### src/hw/rtl/nsf_pkg.sv
package nsf_pkg;

  // Default sizes of the byte ring, the descriptor queue and the longest sentence.
  localparam int NSF_RING_DEPTH   = 1024;
  localparam int NSF_ENTRY_DEPTH  = 16;
  localparam int NSF_MAX_SENTENCE = 256;

  // Largest ring index a read can form before it wraps: start plus offset.
  localparam int RD_SUM_MAX = 1023 + 255;
  localparam int RD_SUM_W   = 11;

  // Characters with a framing meaning.
  localparam logic [7:0] CH_LF     = 8'h0A;
  localparam logic [7:0] CH_CR     = 8'h0D;
  localparam logic [7:0] CH_DOLLAR = 8'h24;

  // Sentence kinds.
  localparam logic [1:0] KIND_INVALID = 2'd0;
  localparam logic [1:0] KIND_NMEA    = 2'd1;

  // Operation codes carried with each input item.
  typedef enum logic [1:0] {
    OP_RECEIVE = 2'd0,
    OP_POP     = 2'd1,
    OP_READ    = 2'd2
  } op_t;

  // Framer state: hunting for a dollar sign or collecting a sentence.
  typedef enum logic {
    ST_HUNT    = 1'b0,
    ST_COLLECT = 1'b1
  } framer_state_t;

  // Framer requests for one received character.
  typedef struct packed {
    logic ring_wr;
    logic push;
    logic done;
  } nsf_rx_t;

  // Byte ring accesses for one item.
  typedef struct packed {
    logic wr;
    logic rd;
  } nsf_ring_ctl_t;

  // Descriptor queue accesses for one item.
  typedef struct packed {
    logic push;
    logic pop;
  } nsf_q_ctl_t;

endpackage

### src/hw/rtl/nsf_framer.sv
module nsf_framer import nsf_pkg::*; #(
  parameter int RW           = 10,
  parameter int LW           = 9,
  parameter int MAX_SENTENCE = NSF_MAX_SENTENCE
) (
  input  logic          clk,
  input  logic          rst,
  input  logic          rx_en,
  input  logic [7:0]    rx_byte,
  input  logic [RW-1:0] ring_head,
  output nsf_rx_t       rx,
  output logic [7:0]    wr_byte,
  output logic [RW-1:0] push_start,
  output logic [LW-1:0] push_len
);

  framer_state_t state, state_next;
  logic [RW-1:0] cur_start, cur_start_next;
  logic [LW-1:0] cur_len, cur_len_next;
  logic [LW-1:0] len_inc;

  // State register; the open sentence's start and length are payload.
  always_ff @(posedge clk) begin
    if (rst) begin
      state <= ST_HUNT;
    end else begin
      state <= state_next;
    end
    cur_start <= cur_start_next;
    cur_len   <= cur_len_next;
  end

  // Character decode for one received byte.
  always_comb begin
    state_next     = state;
    cur_start_next = cur_start;
    cur_len_next   = cur_len;
    rx             = '0;
    wr_byte        = rx_byte;
    len_inc        = cur_len + LW'(1);
    if (rx_en && rx_byte != CH_LF) begin
      unique case (state)
        ST_HUNT: begin
          if (rx_byte == CH_DOLLAR) begin
            state_next     = ST_COLLECT;
            cur_start_next = ring_head;
            cur_len_next   = LW'(1);
            rx.ring_wr     = 1'b1;
          end
        end
        ST_COLLECT: begin
          if (rx_byte == CH_CR) begin
            // Sentence complete: hand its descriptor to the queue.
            state_next = ST_HUNT;
            rx.push    = 1'b1;
            rx.done    = 1'b1;
          end else if (rx_byte == CH_DOLLAR) begin
            // A new dollar sign restarts the sentence at the same queue entry.
            cur_start_next = ring_head;
            cur_len_next   = LW'(1);
            rx.ring_wr     = 1'b1;
          end else begin
            rx.ring_wr   = 1'b1;
            cur_len_next = len_inc;
            // Too long: drop the sentence without queuing it.
            if (len_inc == LW'(MAX_SENTENCE)) begin
              state_next = ST_HUNT;
            end
          end
        end
        default: begin
          state_next = ST_HUNT;
        end
      endcase
    end
  end

  assign push_start = cur_start;
  assign push_len   = cur_len;

`ifndef SYNTHESIS
  // An open sentence always holds at least the dollar sign and stays below the limit.
  a_len_range: assert property (@(posedge clk) disable iff (rst)
    state == ST_COLLECT |-> (cur_len != '0) && (cur_len < LW'(MAX_SENTENCE)))
    else $error("open sentence length out of range");
`endif

endmodule

### config.mk
export PLATFORM = sky130hd
export DESIGN_NAME = nsf_framer
export DESIGN_NICKNAME = d
export VERILOG_FILES = /design/src/hw/rtl/nsf_pkg.sv /design/src/hw/rtl/nsf_framer.sv
export SDC_FILE = /design/constraint.sdc
export NUM_CORES = 1
export LEC_CHECK = 0
export BUFFER_PORTS_ARGS = -buffer_cell sky130_fd_sc_hd__buf_2
export CAP_MARGIN = 20
export CORE_MARGIN = 2
export CORE_UTILIZATION = 43
export CTS_BUF_LIST = sky130_fd_sc_hd__clkbuf_4
export DETAILED_ROUTE_END_ITERATION = 10
export GPL_ROUTABILITY_DRIVEN = 0
export GPL_TIMING_DRIVEN = 0
export PLACE_DENSITY = 0.78
export SLEW_MARGIN = 20
export SYNTH_ARGS = -nofsm -noshare
export SYNTH_HDL_FRONTEND = slang
export SYNTH_SLANG_ARGS = --single-unit
### constraint.sdc
create_clock -name clk -period 1.6 [get_ports clk]
set_input_delay 0.08 -clock clk [delete_from_list [all_inputs] [get_ports clk]]
set_output_delay 0.08 -clock clk [all_outputs]
set_load 0.02 [all_outputs]
## After elaboration in Yosys (flattened, before gate mapping)

Index checks and enable logic that the tools add are counted.

- Logic and storage cells: 31
- Output and inout port bits: 30
- Input bits: 21
- Register bits: 20

- Reductions and logical operators: 3
- Bitwise operators: 1
- Add/subtract/negate cells: 1
- Mux-type cells: 17
- Equal/unequal tests: 6

Operators by type and width:

| cell | number |
|---|---|
| $mux W9 | 3 |
| $mux W10 | 2 |
| $pmux W10 S2 | 1 |
| $pmux W9 S2 | 1 |
| $add A9 B1 Y9 const B | 1 |
| $eq A9 B9 Y1 const B | 1 |
| $eq A8 B4 Y1 const B | 1 |
| $eq A8 B6 Y1 const B | 1 |
| $ne A8 B4 Y1 const B | 1 |
| $mux W1 | 5 |
| $mux W2 | 2 |
| $ne A2 B2 Y1 const B | 2 |
| $pmux W1 S2 | 2 |
| $mux W3 | 1 |
| $reduce_and A3 Y1 | 1 |
| $reduce_and A2 Y1 | 1 |
| $logic_and A1 B1 Y1 | 1 |
| $not A1 Y1 | 1 |

## Longest topological paths before layout

- Depth after elaboration: 6
- Mapped depth: 6
- Depth with buffers taken out: 5

## Least setup slack after synthesis

Ideal clock, no wire load.

- Path kind: flip-flop to flip-flop
- Start point: reg cur_len[0], in the netlist push_len[0]
- End point: reg state
- Slack: -0.282 ns
- Setup time: 0.139 ns
- Stages on the path, launching flop included: 7
- Data arrival time: 1.743 ns
- Cell sequence: edfxtp_1 ha_1 buf_2 a21bo_2 a2111o_1 a22oi_1 a311oi_2

- Word-level cells in the longest chain between the ends: 6

Ends and longest elaborated chain:

| item | RTL line | source |
|---|---|---|
| from (decl) | nsf_framer.sv:19 | `logic [LW-1:0] cur_len, cur_len_next;` |
| from (signal assigned) | nsf_framer.sv:30 | `cur_len <= cur_len_next;` |
| $add A9 B1 Y9 | nsf_framer.sv:40 | `len_inc = cur_len + LW'(1);` |
| $eq A9 B9 Y1 | nsf_framer.sv:66 | `if (len_inc == LW'(MAX_SENTENCE)) begin` |
| $mux W1 | nsf_framer.sv:66 |  |
| $mux W1 | nsf_framer.sv:57 | `end else if (rx_byte == CH_DOLLAR) begin` |
| $mux W1 | nsf_framer.sv:52 | `if (rx_byte == CH_CR) begin` |
| $pmux W1 S2 | nsf_framer.sv:42 | `unique case (state)` |
| to (signal assigned) | nsf_framer.sv:27 | `state <= state_next;` |
| to (decl) | nsf_framer.sv:17 | `framer_state_t state, state_next;` |

Every way passes these cells.
A chain may end at the register's enable or synchronous reset.

## Worst setup path in the final report

Ends and elaborated chain as after synthesis.

==> flow_summary_export.csv <==
group,metric,value,unit
grt,grt_pass1_vias,861,
clock_tree,clock-sinks,20,
setup_path,crit_buf_inv,1,
setup_path,reg2regPathDepth,5,
synthesis,synthesis.nets,111,
synthesis,synth_top_area_share,53.3,%
sta,setup_viol,1,
sta,worst_pin_slew,0.521,ns
layout,antenna_cells,0,
layout,area_growth,55.7,%
place,placed_cell_area,1380,µm²
setup_path,arrival,1.78,ns
layout,nFillCells,183,
layout,final_common_cell,"buf_2",
sta,period_needed,1.61,ns
die,die_area,2900,µm²
power_and_ir_drop,power_density,545,nW/µm²
synthesis,synth_edf_count,19,
sta,skew,0.00290,ns
die,die_w,53.9,µm
synthesis,ys_types,36,
power_and_ir_drop,finalPower,907,µW
layout,seq_area,594,µm²
setup_path,crit_path_top_delay_cell,"edfxtp_1",
clock_tree,cts.clk_slew.worst_paths,0.11,ns
worst_hold_path,hold_class,"in -> reg",
routing,wl,2.61,mm
die,die_h,53.9,µm
setup_path,path_class,"reg -> reg",
routing,drt_first_pass_iters,4,
setup_path,crit_chain,"buf_6 -> and3_4 -> or3_4 -> a211oi_4 -> a311oi_2",
run,maxCapViolations,0,
setup_path,cp-start-kind,"register",
grt,grt_pass1_wl,3.67,mm
layout,post-route-util,69.1,%
synthesis,synthFlopType,"edfxtp_1",
synthesis,seq_area_frac_synth,55.2,%
outcome,status,"finished, violations left",
clock_tree,cts_buffer_depth,2,
clock_tree,cts_root_buf,"clkbuf_4",
setup_path,crit_fanout,3,
setup_path,cp-end-kind,"register",
grt,grt_use_total,17.8,%
outcome,violations,"setup timing",
grt,antenna_found_initial,0,
routing,ant_nets,0,
die,pin_count,51,
sta,fin_ws,-0.0124,ns
die,coreArea,2410,µm²
place,place.port_buffers,50,
place,hpwl,1.80,mm
sta,slew_violations,0,
routing,first_iter_violations,9,
routing,drc,0,
setup_path,critPathLaunch,"push_len[0]",
clock_tree,cts_tree,"done",
layout,num-nets-final,187,
clock_tree,clk-insertion-delay-late,0.29,ns
synthesis,postSynthCellCount,88,
synthesis,synthTopCellsByArea,"edfxtp_1 53%, buf_4 6.3%, xnor2_1 4.1%, nor2_1 2.5%, ha_1 2.3%",
sta,max_slew_margin,64.9,%
grt,grt_max_degree,12,
routing,routed_via_density,4.98,
power_and_ir_drop,ir_drop,0.332,mV
layout,final-instance-count-excl-fill,193,
layout,final_area,1670,µm²
routing,wl_per_cell,13.5,µm
clock_tree,cts_buffers,3,
layout,drive_above_1_share,56.4,%
synthesis,ys_seq_elements,20,
setup_path,r2r_start,"push_len[0]",
setup_path,crit_end,"state",
sta,rsz0062_at_grt,"true",
layout,final_cell_mix,"49 x buf_2, 19 x edfxtp_1, 18 x buf_4",
place,dp_cells,168,
grt,grt_overflow,0,
die,placementRows,18,
setup_path,crit_cells,5,
sta,max_clock_freq,620,MHz
synthesis,synth.cell_area,1070,µm²
setup_path,max_stage_delay,0.47,ns
setup_path,regToRegSetupSlack,-0.01,ns
die,initial_core_util,44.4,%
synthesis,async_reset_ff_share,0,%
setup_path,rr_endpoint,"state",
layout,multiInputGateArea,475,µm²
synthesis,yosysTopAreaCell,"edfxtp_1",
setup_path,cp.required,1.77,ns
clock_tree,cts_max_level,1,
synthesis,yosys_warnings,0,
power_and_ir_drop,leakage,0.700,nW
routing,vias,962,
synthesis,syn_area_per_cell,12.2,µm²
sta,timing.final.hold_violations,0,
setup_path,critical_path.top_delay_family,"simple AND/OR/NAND/NOR gates",
sta,fin_crit_sh,101,%
-- cells in the mapped netlist, types with 2 or more instances --
master    number
edfxtp_1      19
buf_4          9
nor2_1         7
nand3_1        5
xnor2_1        5
nand2_1        4
nor3_1         3
a31o_2         2
and3_1         2
and4b_1        2
ha_1           2
inv_1          2
o211ai_1       2
or3_1          2
-- worst min-delay path by stage --
stage               start    end  slack [ns]  depth (start not counted)
floorplan             rst  state        0.15                          1
global placement      rst  state        0.26                          2
detailed placement    rst  state        0.26                          2
CTS                 rx_en  state        0.20                          3
global route        rx_en  state        0.22                          3
finish              rx_en  state        0.21                          3
-- per-stage QoR --
stage	setup slack (ns)	TNS, ns	hold WS [ns]
after global routing	-0.0827	-0.119	0.215
after CTS	-0.0664	-0.0934	0.200
after detailed placement	-0.177	-1.32	0.258
after floorplan	-0.194	-0.194	0.148
final	-0.0124	-0.0124	0.207
after global placement	-0.169	-1.19	0.257
-- tightest hold or removal path, cell delays in order --
cell and delay (ns):
buf_2 0.12, a32oi_1 0.20, a311oi_2 0.06
-- report_power, final --
part	internal, mW	total [mW]	switching (mW)
Clock	0.0905	0.234	0.144
Sequential	0.567	0.567	0.000387
Combinational	0.0600	0.105	0.0455
-- sequential cells by signal, indices dropped and copies added, names as in the netlist --
register,flops
push_start,10
push_len,9
state,1
-- routing by layer --
metal / GRT usage, % / part of all wire (%) / vias up
met3: 2.78 / 7.5 / 4
li1: - / - / 479
met4: 5.13 / 1.2 / 0
met1: 20.0 / 42 / 439
met5: 0 / 0 / -
met2: 34.1 / 50 / 40
-- cell type report --
type	instances	area share, %
buffer	9	4.06
clock buffer	3	1.35
clock inverter	1	0.225
inverter	2	0.451
multi-input combinational	56	28.5
sequential	20	35.7
tap	30	2.25
timing repair buffer	72	27.4
-- logic make-up after synthesis --
family,synth area share (%)
simple gates,18.8
flops,55.2
compound gates,11.2
buf+inv,7.48
xor+xnor,4.91
fa+ha+maj,2.34
-- timing repair --
action / 4_1_cts / 5_1_grt
endpoints found under the hold margin: 11 / 0
endpoints found under the setup margin: 13 / 23
hold buffers: 11 / 0
pin swaps: 8 / 8
setup buffers: 8 / 3
resized for setup: 5 / 13
(Power assumes the default switching activity.)
