`config.mk`:
```
export PLATFORM = sky130hd
export DESIGN_NAME = nsf_desc
export DESIGN_NICKNAME = d
export VERILOG_FILES = /design/src/hw/rtl/nsf_pkg.sv /design/src/hw/rtl/nsf_desc.sv
export SDC_FILE = /design/constraint.sdc
export NUM_CORES = 1
export LEC_CHECK = 0
export BUFFER_PORTS_ARGS = -buffer_cell sky130_fd_sc_hd__buf_2
export CAP_MARGIN = 0
export CELL_PAD_IN_SITES_DETAIL_PLACEMENT = 0
export CELL_PAD_IN_SITES_GLOBAL_PLACEMENT = 1
export CORE_MARGIN = 1
export CORE_UTILIZATION = 45
export CTS_CLUSTER_DIAMETER = 200
export DETAILED_ROUTE_END_ITERATION = 8
export MAX_ROUTING_LAYER = met4
export PLACE_DENSITY_LB_ADDON = 0.1
export RECOVER_POWER = 100
export SETUP_SLACK_MARGIN = 0.2
export SKIP_CTS_REPAIR_TIMING = 1
export SYNTH_ARGS = -nofsm -noshare
export SYNTH_HDL_FRONTEND = slang
export SYNTH_SLANG_ARGS = --single-unit
```
`constraint.sdc`:
```
create_clock -name clk -period 2.7 [get_ports clk]
set_input_delay 0.27 -clock clk [delete_from_list [all_inputs] [get_ports clk]]
set_output_delay 0.27 -clock clk [all_outputs]
set_load 0.02 [all_outputs]
```
`src/hw/rtl/nsf_pkg.sv`:
```
package nsf_pkg;

  // Default sizes of the byte ring, the descriptor queue and the longest sentence.
  localparam int NSF_RING_DEPTH   = 1024;
  localparam int NSF_ENTRY_DEPTH  = 16;
  localparam int NSF_MAX_SENTENCE = 256;

  // Largest ring index a read can form before it wraps: start plus offset.
  localparam int RD_SUM_MAX = 1023 + 255;
  localparam int RD_SUM_W   = 11;

  // Characters with a framing meaning.
  localparam logic [7:0] CH_LF     = 8'h0A;
  localparam logic [7:0] CH_CR     = 8'h0D;
  localparam logic [7:0] CH_DOLLAR = 8'h24;

  // Sentence kinds.
  localparam logic [1:0] KIND_INVALID = 2'd0;
  localparam logic [1:0] KIND_NMEA    = 2'd1;

  // Operation codes carried with each input item.
  typedef enum logic [1:0] {
    OP_RECEIVE = 2'd0,
    OP_POP     = 2'd1,
    OP_READ    = 2'd2
  } op_t;

  // Framer state: hunting for a dollar sign or collecting a sentence.
  typedef enum logic {
    ST_HUNT    = 1'b0,
    ST_COLLECT = 1'b1
  } framer_state_t;

  // Framer requests for one received character.
  typedef struct packed {
    logic ring_wr;
    logic push;
    logic done;
  } nsf_rx_t;

  // Byte ring accesses for one item.
  typedef struct packed {
    logic wr;
    logic rd;
  } nsf_ring_ctl_t;

  // Descriptor queue accesses for one item.
  typedef struct packed {
    logic push;
    logic pop;
  } nsf_q_ctl_t;

endpackage

```
`src/hw/rtl/nsf_desc.sv`:
```
module nsf_desc import nsf_pkg::*; #(
  parameter int ENTRY_DEPTH = NSF_ENTRY_DEPTH,
  parameter int RW          = 10,
  parameter int LW          = 9
) (
  input  logic          clk,
  input  logic          rst,
  input  nsf_q_ctl_t    ctl,
  input  logic [RW-1:0] push_start,
  input  logic [LW-1:0] push_len,
  output logic          pop_hit,
  output logic [RW-1:0] rd_start,
  output logic [LW-1:0] rd_len,
  output logic [31:0]   sync_next,
  output logic [31:0]   overflow_next,
  output logic [$clog2(ENTRY_DEPTH)-1:0] pending_next
);

  localparam int EW = $clog2(ENTRY_DEPTH);

  logic [RW+LW-1:0] desc_mem [ENTRY_DEPTH];
  logic [RW+LW-1:0] rd_word;
  logic [EW-1:0]    head, head_next, head_inc;
  logic [EW-1:0]    tail, tail_next, tail_inc;
  logic [31:0]      sync_count, overflow_count;
  logic [EW-1:0]    pending_count;

  // Pointer and counter update for a push or a pop.
  always_comb begin
    head_inc      = (head == EW'(ENTRY_DEPTH - 1)) ? '0 : head + EW'(1);
    tail_inc      = (tail == EW'(ENTRY_DEPTH - 1)) ? '0 : tail + EW'(1);
    head_next     = head;
    tail_next     = tail;
    sync_next     = sync_count;
    overflow_next = overflow_count;
    pending_next  = pending_count;
    pop_hit       = ctl.pop && (head != tail);
    if (ctl.push) begin
      sync_next = sync_count + 32'd1;
      head_next = head_inc;
      // Queue full after this push: the oldest descriptor is dropped.
      if (head_inc == tail) begin
        overflow_next = overflow_count + 32'd1;
        tail_next     = tail_inc;
      end else begin
        pending_next = pending_count + EW'(1);
      end
    end else if (pop_hit) begin
      tail_next = tail_inc;
      if (pending_count != '0) begin
        pending_next = pending_count - EW'(1);
      end
    end
  end

  always_ff @(posedge clk) begin
    if (rst) begin
      head           <= '0;
      tail           <= '0;
      sync_count     <= '0;
      overflow_count <= '0;
      pending_count  <= '0;
    end else begin
      head           <= head_next;
      tail           <= tail_next;
      sync_count     <= sync_next;
      overflow_count <= overflow_next;
      pending_count  <= pending_next;
    end
  end

  // Descriptor memory. Only completed sentences are written, so every entry
  // between tail and head is of the NMEA kind.
  always_ff @(posedge clk) begin
    if (ctl.push) begin
      desc_mem[head] <= {push_start, push_len};
    end
    if (pop_hit) begin
      rd_word <= desc_mem[tail];
    end
  end

  assign rd_start = rd_word[RW+LW-1:LW];
  assign rd_len   = rd_word[LW-1:0];

`ifndef SYNTHESIS
  logic [EW-1:0] occupancy;

  always_comb begin
    occupancy = (head >= tail) ? head - tail : EW'(ENTRY_DEPTH) - tail + head;
  end

  // The pending count tracks the distance between the pointers.
  a_pending_occ: assert property (@(posedge clk) disable iff (rst)
    pending_count == occupancy)
    else $error("pending count disagrees with queue occupancy");

  // A push that drops the oldest entry keeps the queue full.
  a_overflow_full: assert property (@(posedge clk) disable iff (rst)
    ctl.push && (head_inc == tail) |=> pending_count == EW'(ENTRY_DEPTH - 1))
    else $error("queue not full after overflow");
`endif

endmodule

```
Word level (Yosys, flattened, before mapping) --
Memories as Yosys holds them, arrays and structs flattened. A register that Yosys moved wholly into a read port is not among the register bits. Cells that the tools add are included.
Storage, ports and cells: bits in registers 76, RAM bits 304, memories kept 1, output and inout port bits 88, logic and storage cells 35
Memory list:
- desc_mem | words 16, width 19, rd ports 1, clocked after Yosys merged registers in 1, wr ports 1, line nsf_desc.sv:21 | logic [RW+LW-1:0] desc_mem [ENTRY_DEPTH];
Operators by class: $add $sub $neg 6, equal/unequal tests 5, multiplexer cells 14, reduce and logical (&&, ||, !) cells 4
Operators with widths (count):
- 32-bit 2-to-1 mux | 3
- 32-bit by 1-bit adder with 32-bit output, second input constant | 2
- 4-bit 2-to-1 mux | 9
- 4-bit by 1-bit adder with 4-bit output, second input constant | 3
- 4-bit == test, second input constant | 2
- 4-bit == test | 1
- 4-bit != test | 1
- 4-bit nonzero test | 1
- 4-bit by 1-bit subtractor with 4-bit output, second input constant | 1
- 1-bit 2-to-1 mux | 2
- 2-bit by 1-bit != test with 1-bit output, second input constant | 1
- 2-bit AND reduction | 1
- 2-bit nonzero test | 1
- 1-bit logical AND | 1

Longest topological paths before layout --
depth in word-level cells 5, gate-level depth with buffers 9, mapped depth without buffers 8

Worst setup path before layout --
No wires, ideal clock.
path kind flip-flop to output port, start register tail[0], end output pending_next[2], path buffers 1, path slack -0.217 ns, arrival time 2.647 ns, stages on the path, launching flop included 8, required time 2.430 ns, cell sequence dfxtp_1 clkbuf_1 xor2_1 o41ai_1 inv_1 a21boi_0 a311oi_1 nor3_1
On the way: longest elaborated chain between the ends 4, elaborated cells on any way between the ends 6
RTL lines:
- from (decl) | line nsf_desc.sv:24 | logic [EW-1:0] tail, tail_next, tail_inc;
- from (signal assigned) | line nsf_desc.sv:65 | tail <= tail_next;
- 4-bit != test | line nsf_desc.sv:37 | pop_hit = ctl.pop && (head != tail);
- 1-bit logical AND | line nsf_desc.sv:37
- named net pop_hit | line nsf_desc.sv:11 | output logic pop_hit,
- 4-bit 2-to-1 mux | line nsf_desc.sv:48 | end else if (pop_hit) begin
- 4-bit 2-to-1 mux | line nsf_desc.sv:38 | if (ctl.push) begin
- to (decl) | line nsf_desc.sv:16 | output logic [$clog2(ENTRY_DEPTH)-1:0] pending_next
The timed path passes the listed nets, and every way through them passes these cells.

Worst setup path in the final report --
start register head[0], end output pending_next[1]
On the way: longest elaborated chain between the ends 5, elaborated cells on any way between the ends 9
RTL lines:
- from (decl) | line nsf_desc.sv:23 | logic [EW-1:0] head, head_next, head_inc;
- from (signal assigned) | line nsf_desc.sv:64 | head <= head_next;
- 4-bit by 1-bit adder with 4-bit output or 4-bit == test (tied branches) | line nsf_desc.sv:30 | head_inc = (head == EW'(ENTRY_DEPTH - 1)) ? '0 : head + EW'(1);
- 4-bit 2-to-1 mux | line nsf_desc.sv:30
- 4-bit == test | line nsf_desc.sv:42 | if (head_inc == tail) begin
- 4-bit 2-to-1 mux | line nsf_desc.sv:42
- 4-bit 2-to-1 mux (*) | line nsf_desc.sv:38
Mark *: on every way between the ends. The rest lies on a longest branch, timed or not.

==> summary.md <==
| Metric | Value |
|---|---|
| Num Clock Sinks | 399 |
| PortBufs | 110 |
| VDD IR max | 0.0005164 V |
| Startpoint types | register |
| Die Wd | 191.2 um |
| NumNets Final | 1166 |
| R2R setup slack | 300 ps |
| Max Cap Viol | 1 |
| Area leader, netlist | edfxtp_1 |
| Synth top area share | 0.6019 |
| Outcome | finished, violations left |
| Storage element area | 11260 sq um |
| CP Class | register to output pin |
| Simple-gate share of the synthesized area | 0.08735 |
| Post-DR wirelength/cell | 22.44 um |
| ANT cells | 0 |
| Vias/cell | 5.453 |
| Post-synthesis mux area share | 0.1423 |
| Syn_area_per_cell | 17.53 sq um |
| Largest family of logic cells by synthesized area | multiplexers |
| Post-synth top flop | edfxtp_1 |
| Ys async rst share | 0 |
| Pwr/cell area | 675.4 nW/um^2 |
| Layout area overhead | 24.88% |
| CP endpoint kind | output pin |
| Hold Path Class | input pin to register |
| Layout cells sized above 1 | 0.3988 |
| DR DRC count | 0 |
| Fin worst setup slack | -314.2 ps |
| EDFF count, synth | 323 |
| Fmax | 331.8 MHz |
| Clock skew | 16.24 ps |
| CTS buffer count | 43 |
| Pins over their slew limit | 30 |
| Synth Area in Compound Gates | 0.01157 |
| Worst-Margin Slew | 1597 ps |
| Arrival time worst endpoint | 2740 ps |
| Total number of vias | 8840 |
| Initial DRC count | 537 |
| Syn Nets | 951 |
| GR Overflow Total | 0 |
| Starting Density | 0.4619 |
| Footprint of the multi-input gates | 5313 sq um |
| Setup Viol. Count Final | 36 |
| First-pass GRT wire length | 53430 um |
| Clock Latency Late Sink | 550 ps |
| Worst-path fanout max | 8 |
| Cell area after synthesis | 16110 sq um |
| Synth warn | 0 |
| Post-Synth XOR/XNOR Area | 0.04170 |
| TritonCTS clock tree | yes |
| Root Driver | clkbuf_16 |
| Register area share after synthesis | 0.6963 |
| DRT antenna net count | 0 |
| Fin crit share | 1.116 |
| Final wirelength | 36370 um |
| Post-synth cell types | 50 |
| Worst slack at placement | -1.349 ps |
| Die ar. | 36570 sq um |
| Fin. Hold Viols | 0 |
| CORE AREA | 34880 sq um |
| Initial antenna violation count | 0 |
| Post-Synthesis Cells | 919 |
| Failing checks | capacitance limit, slew limit, setup timing |
| Req. time, crit path | 2430 ps |
| Tot Pwr | 13.59 mW |
| Detailed Routing Iterations Pass 1 | 4 |
| Leak | 7.092 nW |
| Core Util, Final | 0.5769 |
| CTS max path bufs | 3 |
| Synth Area in Adders | 0.006988 |
| Vias in the first global route | 8717 |
| Final Critical Period | 3014 ps |
| H-tree depth | 2 |
| Largest net degree at the start of global routing | 65 |
| Reg clk slew, reported paths | 60 ps |
| Slew headroom | -0.06474 |
| Dpl hpwl | 21690 um |
| Num rows | 68 |
| Ports | 111 |
| Yosys reg bits | 399 |
| Synth area leaders | edfxtp_1 (60%), mux4_2 (13%), dfxtp_1 (9.4%) |
| Setup repair after global routing missed its margin | yes |
| Tot GR Track Use | 0.2048 |
| Layout fillers | 2695 |
| RePlAce Congestion | 0.7775 |
| Overall die height | 191.2 um |
[where the power goes]
| group | leakage (nW) | switching (mW) | internal, mW | total (mW) |
|---|---|---|---|---|
| clock network | 0.627 | 2.39 | 3.01 | 5.40 |
| registers | 3.55 | 0.0744 | 6.77 | 6.85 |
| logic | 2.92 | 0.680 | 0.668 | 1.35 |
| total | 7.09 | 3.14 | 10.4 | 13.6 |
[cells by family (layout without fill, tap and decap cells)]
group,after synthesis,in the layout
flip-flops,399,399
adder cells (fa/ha/maj),9,9
multiplexers,109,109
buffers and inverters,55,302
AND/OR/NAND/NOR,248,248
AO/OA/AOI/OAI,27,27
XOR/XNOR,72,72
[layer usage]
metal	global-route usage	vias up	wire length, um
met4	0.05678	0	852
met5	-	-	0
met2	0.3207	229	17420
li1	-	4013	-
met3	0.03066	58	1960
met1	0.2805	4540	16140
[placed cells by master (no fill, tap or decap), types with 4 or more instances in the layout]
| cell | instances |
|---|---|
| nand3_2 | 4 |
| nor2_4 | 9 |
| buf_2 | 48 |
| nor2b_1 | 11 |
| inv_1 | 9 |
| clkbuf_1 | 29 |
| o21ai_0 | 5 |
| clkinv_1 | 10 |
| nor2_1 | 24 |
| and2_1 | 66 |
| edfxtp_1 | 323 |
| nor2_2 | 4 |
| and3_1 | 19 |
| xnor2_1 | 21 |
| nor3_4 | 5 |
| dfxtp_2 | 11 |
| clkbuf_16 | 45 |
| nor4_4 | 4 |
| xor2_1 | 30 |
| buf_12 | 13 |
| a21oi_1 | 6 |
| xnor2_2 | 11 |
| nand3_1 | 17 |
| buf_6 | 14 |
| nand4_1 | 19 |
| mux2_2 | 10 |
| clkinv_2 | 8 |
| dfxtp_4 | 8 |
| nand2_1 | 23 |
| nor4b_4 | 4 |
| dfxtp_1 | 57 |
| mux4_2 | 95 |
| buf_4 | 114 |
| xor2_2 | 7 |
| ha_1 | 6 |
[path summary, 6_finish.rpt]
path | endpoint | start | cells after the start
hold reg to reg | overflow_count[4] | overflow_count[4] | 2
hold / removal | sync_count[0] | ctl[1] | 3
setup reg to reg | overflow_count[31] | head[0] | 11
setup / recovery | pending_next[1] | head[0] | 11
[critical path: stages, from the launching register on]
cell and delay, ps:
dfxtp_4 410, ha_4 170, a21oi_2 60, a211oi_4 370
buf_6 170, xor2_4 180, nand3_4 100, buf_4 140
buf_6 110, o211a_4 230, nor2_4 110, buf_6 130
[flip-flops by register name (all words and copies together) (netlist names)]
name	count
head	4
rd_word	19
tail	4
sync_count	32
overflow_count	32
pending_count	4
desc_mem	304
[layout make-up]
cell class,instances,share of cell area
sequential,399,0.5598
multi-input combinational,465,0.2640
timing repair buffer,213,0.08245
clock buffer,55,0.05689
tap,455,0.02829
clock inverter,22,0.006218
inverter,12,0.002363
[through the flow]
stage	hold slack, ps	cells	area [sq um]	setup TNS, ps
floorplan	368.9	919	16150	0
global placement	487.6	1502	17700	0
detailed placement	499.3	1502	17700	-1.349
CTS	63.81	1579	18970	-15070
global route	211.6	1621	20120	-10650
finish	179.0	1621	20120	-6562
[synth_stat cells (3+ instances only)]
master / n
o21ai_0: 6
and4_1: 7
and2_1: 67
buf_2: 6
nand4_1: 19
nand3_1: 22
a21oi_1: 9
or3_1: 3
nor4_1: 5
buf_1: 9
or4_1: 3
xor2_1: 37
dfxtp_1: 76
and3_1: 22
nor2b_1: 11
nand2_1: 28
edfxtp_1: 323
nor4b_1: 4
mux4_2: 95
clkbuf_1: 27
mux2_2: 10
mux2i_1: 3
xnor2_1: 32
nor2_1: 36
ha_1: 9
inv_1: 12
nor3_1: 10
nor3b_1: 3
No activity file was read; power rests on OpenSTA's default activity.
